## config.mk

```make
export PLATFORM = sky130hd
export DESIGN_NAME = dlt_storage_frame_indexer
export DESIGN_NICKNAME = d
export VERILOG_FILES = /design/src/rtl/dsfi_pkg.sv /design/src/rtl/dsfi_step.sv /design/src/rtl/dlt_storage_frame_indexer.sv
export SDC_FILE = /design/constraint.sdc
export NUM_CORES = 1
export LEC_CHECK = 0
export ABC_AREA = 1
export BUFFER_PORTS_ARGS = -buffer_cell sky130_fd_sc_hd__buf_2
export CORE_MARGIN = 3
export CORE_UTILIZATION = 60
export CTS_BUF_LIST = sky130_fd_sc_hd__clkbuf_16
export DETAILED_ROUTE_END_ITERATION = 8
export PLACE_DENSITY_LB_ADDON = 0.12
export REMOVE_ABC_BUFFERS = 1
export SYNTH_ARGS = -nofsm -noshare
export SYNTH_HDL_FRONTEND = slang
export SYNTH_HIERARCHICAL = 1
export SYNTH_SLANG_ARGS = --single-unit
```

## constraint.sdc

```tcl
create_clock -name clk -period 11.85 [get_ports clk]
set_clock_uncertainty 0.05 [all_clocks]
set_input_delay 1.7775 -clock clk [delete_from_list [all_inputs] [get_ports clk]]
set_output_delay 1.7775 -clock clk [all_outputs]
set_load 0.005 [all_outputs]
```

## src/rtl/dsfi_pkg.sv

```systemverilog
package dsfi_pkg;

  // Marker letters that open every message in a storage file.
  localparam logic [7:0] MARK_D   = 8'h44;
  localparam logic [7:0] MARK_L   = 8'h4C;
  localparam logic [7:0] MARK_T   = 8'h54;
  localparam logic [7:0] MARK_END = 8'h01;

  // Header byte counts at which the big-endian length bytes arrive.
  localparam logic [4:0] LEN_HI_COUNT = 5'd16;
  localparam logic [4:0] LEN_LO_COUNT = 5'd17;

  localparam logic [15:0] LEN_ADD      = 16'd16;
  localparam int unsigned MARK_SPAN    = 3;
  localparam int unsigned RESTART_SKIP = 5;

  // Configuration register indexes.
  localparam logic [1:0] REG_STREAM_LENGTH = 2'd0;
  localparam logic [1:0] REG_START_OFFSET  = 2'd1;

  typedef enum logic [1:0] {
    EV_ENTRY = 2'd0,
    EV_SEEK  = 2'd1,
    EV_FINAL = 2'd2
  } dsfi_event_t;

  // Marker and header progress, the narrow part of the scan state.
  typedef struct packed {
    logic [1:0] marker_progress;
    logic [4:0] header_count;
    logic [7:0] length_high;
    logic       finished;
  } dsfi_ctl_t;

endpackage

```

## src/rtl/dsfi_step.sv

```systemverilog
module dsfi_step #(
  parameter int OFFSET_BITS = 32
) (
  input  logic [7:0]             data_byte,
  input  dsfi_pkg::dsfi_ctl_t    ctl,
  input  logic [OFFSET_BITS-1:0] byte_position,
  input  logic [OFFSET_BITS-1:0] current_start,
  input  logic [OFFSET_BITS-1:0] expected_start,
  input  logic [31:0]            stream_length,
  output dsfi_pkg::dsfi_ctl_t    ctl_nxt,
  output logic [OFFSET_BITS-1:0] byte_position_nxt,
  output logic [OFFSET_BITS-1:0] current_start_nxt,
  output logic [OFFSET_BITS-1:0] expected_start_nxt,
  output logic                   emit,
  output dsfi_pkg::dsfi_event_t  event_kind,
  output logic [31:0]            offset
);
  import dsfi_pkg::*;

  localparam int CW = (OFFSET_BITS > 32) ? OFFSET_BITS : 32;

  logic [4:0]             hc_inc;
  logic [15:0]            msg_len;
  logic [OFFSET_BITS-1:0] next_exp;
  logic [OFFSET_BITS-1:0] mstart;
  logic [OFFSET_BITS-1:0] restart;
  logic [OFFSET_BITS-1:0] off_pos;
  logic [CW-1:0]          off_wide;

  always_comb begin
    hc_inc   = ctl.header_count + 5'd1;
    msg_len  = {ctl.length_high, data_byte} + LEN_ADD;
    next_exp = current_start + OFFSET_BITS'(msg_len);
    mstart   = byte_position - OFFSET_BITS'(MARK_SPAN);
    restart  = current_start + OFFSET_BITS'(RESTART_SKIP);
  end

  always_comb begin
    ctl_nxt            = ctl;
    byte_position_nxt  = byte_position;
    current_start_nxt  = current_start;
    expected_start_nxt = expected_start;
    emit               = 1'b0;
    event_kind         = EV_ENTRY;
    off_pos            = current_start;

    if (!ctl.finished) begin
      byte_position_nxt = byte_position + OFFSET_BITS'(1);
      if (ctl.header_count != 5'd0) begin
        ctl_nxt.header_count = hc_inc;
        if (hc_inc == LEN_HI_COUNT) begin
          ctl_nxt.length_high = data_byte;
        end else if (hc_inc == LEN_LO_COUNT) begin
          ctl_nxt.header_count = 5'd0;
          expected_start_nxt   = next_exp;
          if (CW'(next_exp) == CW'(stream_length)) begin
            ctl_nxt.finished = 1'b1;
            emit             = 1'b1;
            event_kind       = EV_FINAL;
          end
        end
      end else if (data_byte == MARK_D) begin
        ctl_nxt.marker_progress = 2'd1;
      end else if (ctl.marker_progress == 2'd1 && data_byte == MARK_L) begin
        ctl_nxt.marker_progress = 2'd2;
      end else if (ctl.marker_progress == 2'd2 && data_byte == MARK_T) begin
        ctl_nxt.marker_progress = 2'd3;
      end else if (ctl.marker_progress == 2'd3 && data_byte == MARK_END) begin
        ctl_nxt.marker_progress = 2'd0;
        if (expected_start == '0) begin
          current_start_nxt    = mstart;
          ctl_nxt.header_count = 5'd1;
        end else if (expected_start == mstart) begin
          emit                 = 1'b1;
          event_kind           = EV_ENTRY;
          current_start_nxt    = mstart;
          ctl_nxt.header_count = 5'd1;
        end else if (expected_start < mstart) begin
          // Marker past the expected start: ask the source to rewind.
          emit               = 1'b1;
          event_kind         = EV_SEEK;
          off_pos            = restart;
          byte_position_nxt  = restart;
          expected_start_nxt = '0;
        end
      end else begin
        ctl_nxt.marker_progress = 2'd0;
      end
    end

    off_wide = CW'(off_pos);
    offset   = off_wide[31:0];
  end

endmodule

```

## src/rtl/dlt_storage_frame_indexer.sv

```systemverilog
// Storage-file message indexer. The block takes one byte of a log file per
// input item and keeps its byte position, starting at start_offset. It hunts
// for the message marker D,L,T,0x01, reads the big-endian length at marker
// offsets 18 and 19 and predicts the next message start as length plus 16
// (wrapped to 16 bits) past the current start. A marker at the predicted
// start produces a start entry (tuser 0) for the previous message; a marker
// past it produces a seek item (tuser 1) whose offset is the position of the
// next byte the source must send; a message that ends exactly at
// stream_length produces a final entry (tuser 2), after which bytes are
// accepted and dropped until reset. Each byte is registered, then a single
// pass of compares and adds updates the scan state and loads the result
// register, so a byte may enter in every cycle while the result side keeps
// up. Configuration writes are taken at any time but must only be made
// while no byte is in flight; writing start_offset also sets the current
// byte position.
module dlt_storage_frame_indexer #(
  parameter int OFFSET_BITS = 32
) (
  input  logic        clk,
  input  logic        rst_n,

  input  logic        in_tvalid,
  output logic        in_tready,
  input  logic [7:0]  in_tdata,    // [7:0] data_byte

  output logic        out_tvalid,
  input  logic        out_tready,
  output logic [31:0] out_tdata,   // [31:0] offset
  output logic [1:0]  out_tuser,   // [1:0] event_kind

  input  logic        cfg_valid,
  output logic        cfg_ready,
  input  logic [1:0]  cfg_index,
  input  logic [31:0] cfg_data
);
  import dsfi_pkg::*;

  // Input register.
  logic       in_vld_r;
  logic [7:0] in_byte_r;

  // Scan state.
  dsfi_ctl_t              ctl_r, ctl_nxt;
  logic [OFFSET_BITS-1:0] pos_r, pos_nxt;
  logic [OFFSET_BITS-1:0] cur_r, cur_nxt;
  logic [OFFSET_BITS-1:0] exp_r, exp_nxt;
  logic [31:0]            stream_length_r;

  // Result register.
  logic        out_vld_r;
  logic [31:0] out_off_r;
  dsfi_event_t out_kind_r;

  logic        emit;
  dsfi_event_t step_kind;
  logic [31:0] step_off;
  logic        advance;
  logic        cfg_we;

  // The registered byte moves on whenever the result register is free or
  // is being emptied in this cycle.
  assign advance   = in_vld_r && (!out_vld_r || out_tready);
  assign in_tready = !in_vld_r || advance;
  assign cfg_ready = 1'b1;
  assign cfg_we    = cfg_valid && cfg_ready;

  dsfi_step #(
    .OFFSET_BITS(OFFSET_BITS)
  ) u_step (
    .data_byte          (in_byte_r),
    .ctl                (ctl_r),
    .byte_position      (pos_r),
    .current_start      (cur_r),
    .expected_start     (exp_r),
    .stream_length      (stream_length_r),
    .ctl_nxt            (ctl_nxt),
    .byte_position_nxt  (pos_nxt),
    .current_start_nxt  (cur_nxt),
    .expected_start_nxt (exp_nxt),
    .emit               (emit),
    .event_kind         (step_kind),
    .offset             (step_off)
  );

  always_ff @(posedge clk) begin
    if (!rst_n) begin
      in_vld_r <= 1'b0;
    end else if (in_tready) begin
      in_vld_r <= in_tvalid;
    end
  end

  always_ff @(posedge clk) begin
    if (in_tready && in_tvalid) begin
      in_byte_r <= in_tdata;
    end
  end

  always_ff @(posedge clk) begin
    if (!rst_n) begin
      ctl_r           <= '0;
      pos_r           <= '0;
      cur_r           <= '0;
      exp_r           <= '0;
      stream_length_r <= '0;
    end else begin
      if (advance) begin
        ctl_r <= ctl_nxt;
        pos_r <= pos_nxt;
        cur_r <= cur_nxt;
        exp_r <= exp_nxt;
      end
      if (cfg_we) begin
        unique case (cfg_index)
          REG_STREAM_LENGTH: stream_length_r <= cfg_data;
          REG_START_OFFSET:  pos_r           <= OFFSET_BITS'(cfg_data);
          default: ;
        endcase
      end
    end
  end

  always_ff @(posedge clk) begin
    if (!rst_n) begin
      out_vld_r <= 1'b0;
    end else if (advance) begin
      out_vld_r <= emit;
    end else if (out_tready) begin
      out_vld_r <= 1'b0;
    end
  end

  always_ff @(posedge clk) begin
    if (advance && emit) begin
      out_off_r  <= step_off;
      out_kind_r <= step_kind;
    end
  end

  assign out_tvalid = out_vld_r;
  assign out_tdata  = out_off_r;
  assign out_tuser  = out_kind_r;

endmodule

```

==> metrics.cfg <==
[worst_hold_path]
hold_path_class = flop to flop

[cts]
holdBufCountCts = 0
cts_root_buffer = clkbuf_16
clk_path_buf_depth = 2
clkSinkCount = 188
numCtsBuffers = 17
cts_setup_buffers = 0
htree_num_levels = 4
clk_pin_slew_worst_paths_ns = 0.08
clk_latency_ns = 0.45
cts_tree = yes
cts_repair_resize_count = 0

[setup_path]
reg2reg_depth = 29
worst_ep_required_time_ns = 12.18
cp-startpoint = pos_r[0]
reg2reg_slack_ns = 6.14
startpoint_type = flop
endpoint_kind = flop
critical_path.endpoint = pos_r[8]
crit_fanout = 64
crit_slowest_cell = nand2_2
r2r_end = pos_r[8]
slowest_delay_ns = 0.60
critPathArrivalTime_ns = 6.04
crit_type = flop to flop
crit-reg2reg-launch = pos_r[0]

[power]
p_per_area_nw_per_um2 = 114
power_mw = 1.87
irDropWorstVdd_uv = 106
p_leak_nw = 7.27

[sta]
rsz0062_at_grt = no
hold_viol = 0
period_share_pct = 48.1
slew_violations = 0
setup_viol = 0
fmax_ghz = 0.175
tns_ns = 0
relSlewSlack_pct = 27.0
holdWs_ns = 0.447
tightest_slew_ns = 1.09
fin_crit_ns = 5.71

[logic_synthesis]
synth_seq_cells = 188
synth_flop_cell = dfxtp_1
synth_area_leaders = dfxtp_1 19%, nand2_1 11%, nor2_1 11%, edfxtp_1 8.1%, nand3_1 6.1%
synth_edf_count = 42
ys_seq_area_share_pct = 27.0
ys_types = 60
synth_top_area_share_pct = 18.8
synth_area_leader_cell = dfxtp_1
ys_warn_count = 6
syn_avg_cell_area_um2 = 6.34
synth_area_um2 = 15500
syn_inst = 2447
async_flop_share_pct = 0

[floorplan]
io_pins = 84
die_area_um2 = 27800
die-width_um = 167
die_h_um = 167
row_count = 58
start_util_pct = 61.2
core_um2 = 25300

[global_route]
grt_usage_pct = 37.2
grt_pass1_vias = 14700
overflow = 0
grt_pass1_wl_um = 82100
grt_antenna_before_repair = 1
grt_max_degree = 90

[route]
highest_layer = met5
wl_met3_um = 6920
routedWlPerCell_um = 19.0
wl_met1_um = 22600
drtIter0Drc = 2175
routed-wl-met2_um = 21800
drc = 0
ant_nets = 0
vias_per_cell = 5.96
vias = 16600
totalWireLength_um = 52900
drtPass1Iterations = 6

[final_layout]
mostFrequentLayoutCell = nand2_1
fin_util_pct = 64.7
final_cell_mix = 471 x nand2_1, 450 x nor2_1, 231 x inv_1
areaGrowthSynthToFinish_pct = 5.60
layout-drive-gt1-share_pct = 10.1
nets = 2541
antenna_cells = 0
fin_cells = 2780

[placed_design]
dp.cells = 2748
dp_hpwl_um = 39400
place_congestion = 1.06
portBuffers = 82

[outcome]
status = complete, no violations

[run]
cap_violations = 0

[synthesized netlist by cell type (all sizes together) (14+ instances only)]
master / count
o211ai: 19
ha: 56
o21ai: 238
clkbuf: 46
a31oi: 33
nand3: 192
nand4: 36
nor3: 36
buf: 77
nand3b: 14
mux2i: 16
nor4: 22
nor2: 475
a21oi: 118
nand2: 494
xor2: 76
edfxtp: 42
inv: 268
dfxtp: 146
[through the flow]
step	setup WS (ns)	instance area, um^2
after floorplan	6.53	14800
after global placement	6.47	15800
after detailed placement	6.38	15800
after CTS	6.28	16400
after global routing	5.76	16400
final	6.14	16400
[worst min path at each step]
stage / startpoint / end / slack, ns / cells past startpoint
5_1_grt: stream_length_r[13] / stream_length_r[13] / 0.46 / 2
6_report: stream_length_r[13] / stream_length_r[13] / 0.45 / 2
4_1_cts: stream_length_r[13] / stream_length_r[13] / 0.44 / 2
3_5_place_dp: stream_length_r[13] / stream_length_r[13] / 0.43 / 2
2_1_floorplan: stream_length_r[13] / stream_length_r[13] / 0.41 / 2
3_3_place_gp: stream_length_r[13] / stream_length_r[13] / 0.42 / 2
[logic make-up (layout without fill, tap and decap cells)]
kind of cell	Yosys count	after routing	synth area share, %
mux	17	17	1.11
flops	188	188	27.0
other cells	1	1	0.0242
fa+ha+maj	57	57	4.65
xor+xnor	86	86	4.95
simple gates	1278	1278	36.6
compound gates	429	429	14.9
buf+inv	391	394	10.8
[cell type report]
class,instances,area (um^2)
clock buffer,18,450
clock inverter,14,146
sequential,188,4190
fill,2412,8950
inverter,268,1010
timing repair buffer,94,503
tap,330,413
multi-input combinational,1868,9660
[layer usage]
metal / global-route usage (%) / vias to the layer above
li1: - / 7977
met1: 55.2 / 7549
met2: 53.8 / 945
met3: 9.00 / 93
met4: 10.8 / 2
met5: 0 / -
[critical path: cells and delay by family (launching register included)]
family          cells  cell delay [ns]
flops               1             0.36
compound gates      5             1.07
buf+inv             5             0.84
fa+ha+maj           2             0.53
xor+xnor            1             0.22
simple gates       16             2.54
[where the power goes]
group | internal, mW | leakage [nW] | switching, mW
logic | 0.170 | 5.40 | 0.325
registers | 0.688 | 1.57 | 0.0684
clock network | 0.313 | 0.299 | 0.301
total | 1.17 | 7.27 | 0.694
[sequential cells by signal (all words and copies together), names as in the netlist]
name,count
out_tvalid,1
pos_r,32
in_vld_r,1
out_tdata,32
stream_length_r,32
out_tuser,2
exp_r,32
in_byte_r,8
cur_r,32
ctl_r,16
(Power assumes the default switching activity.)
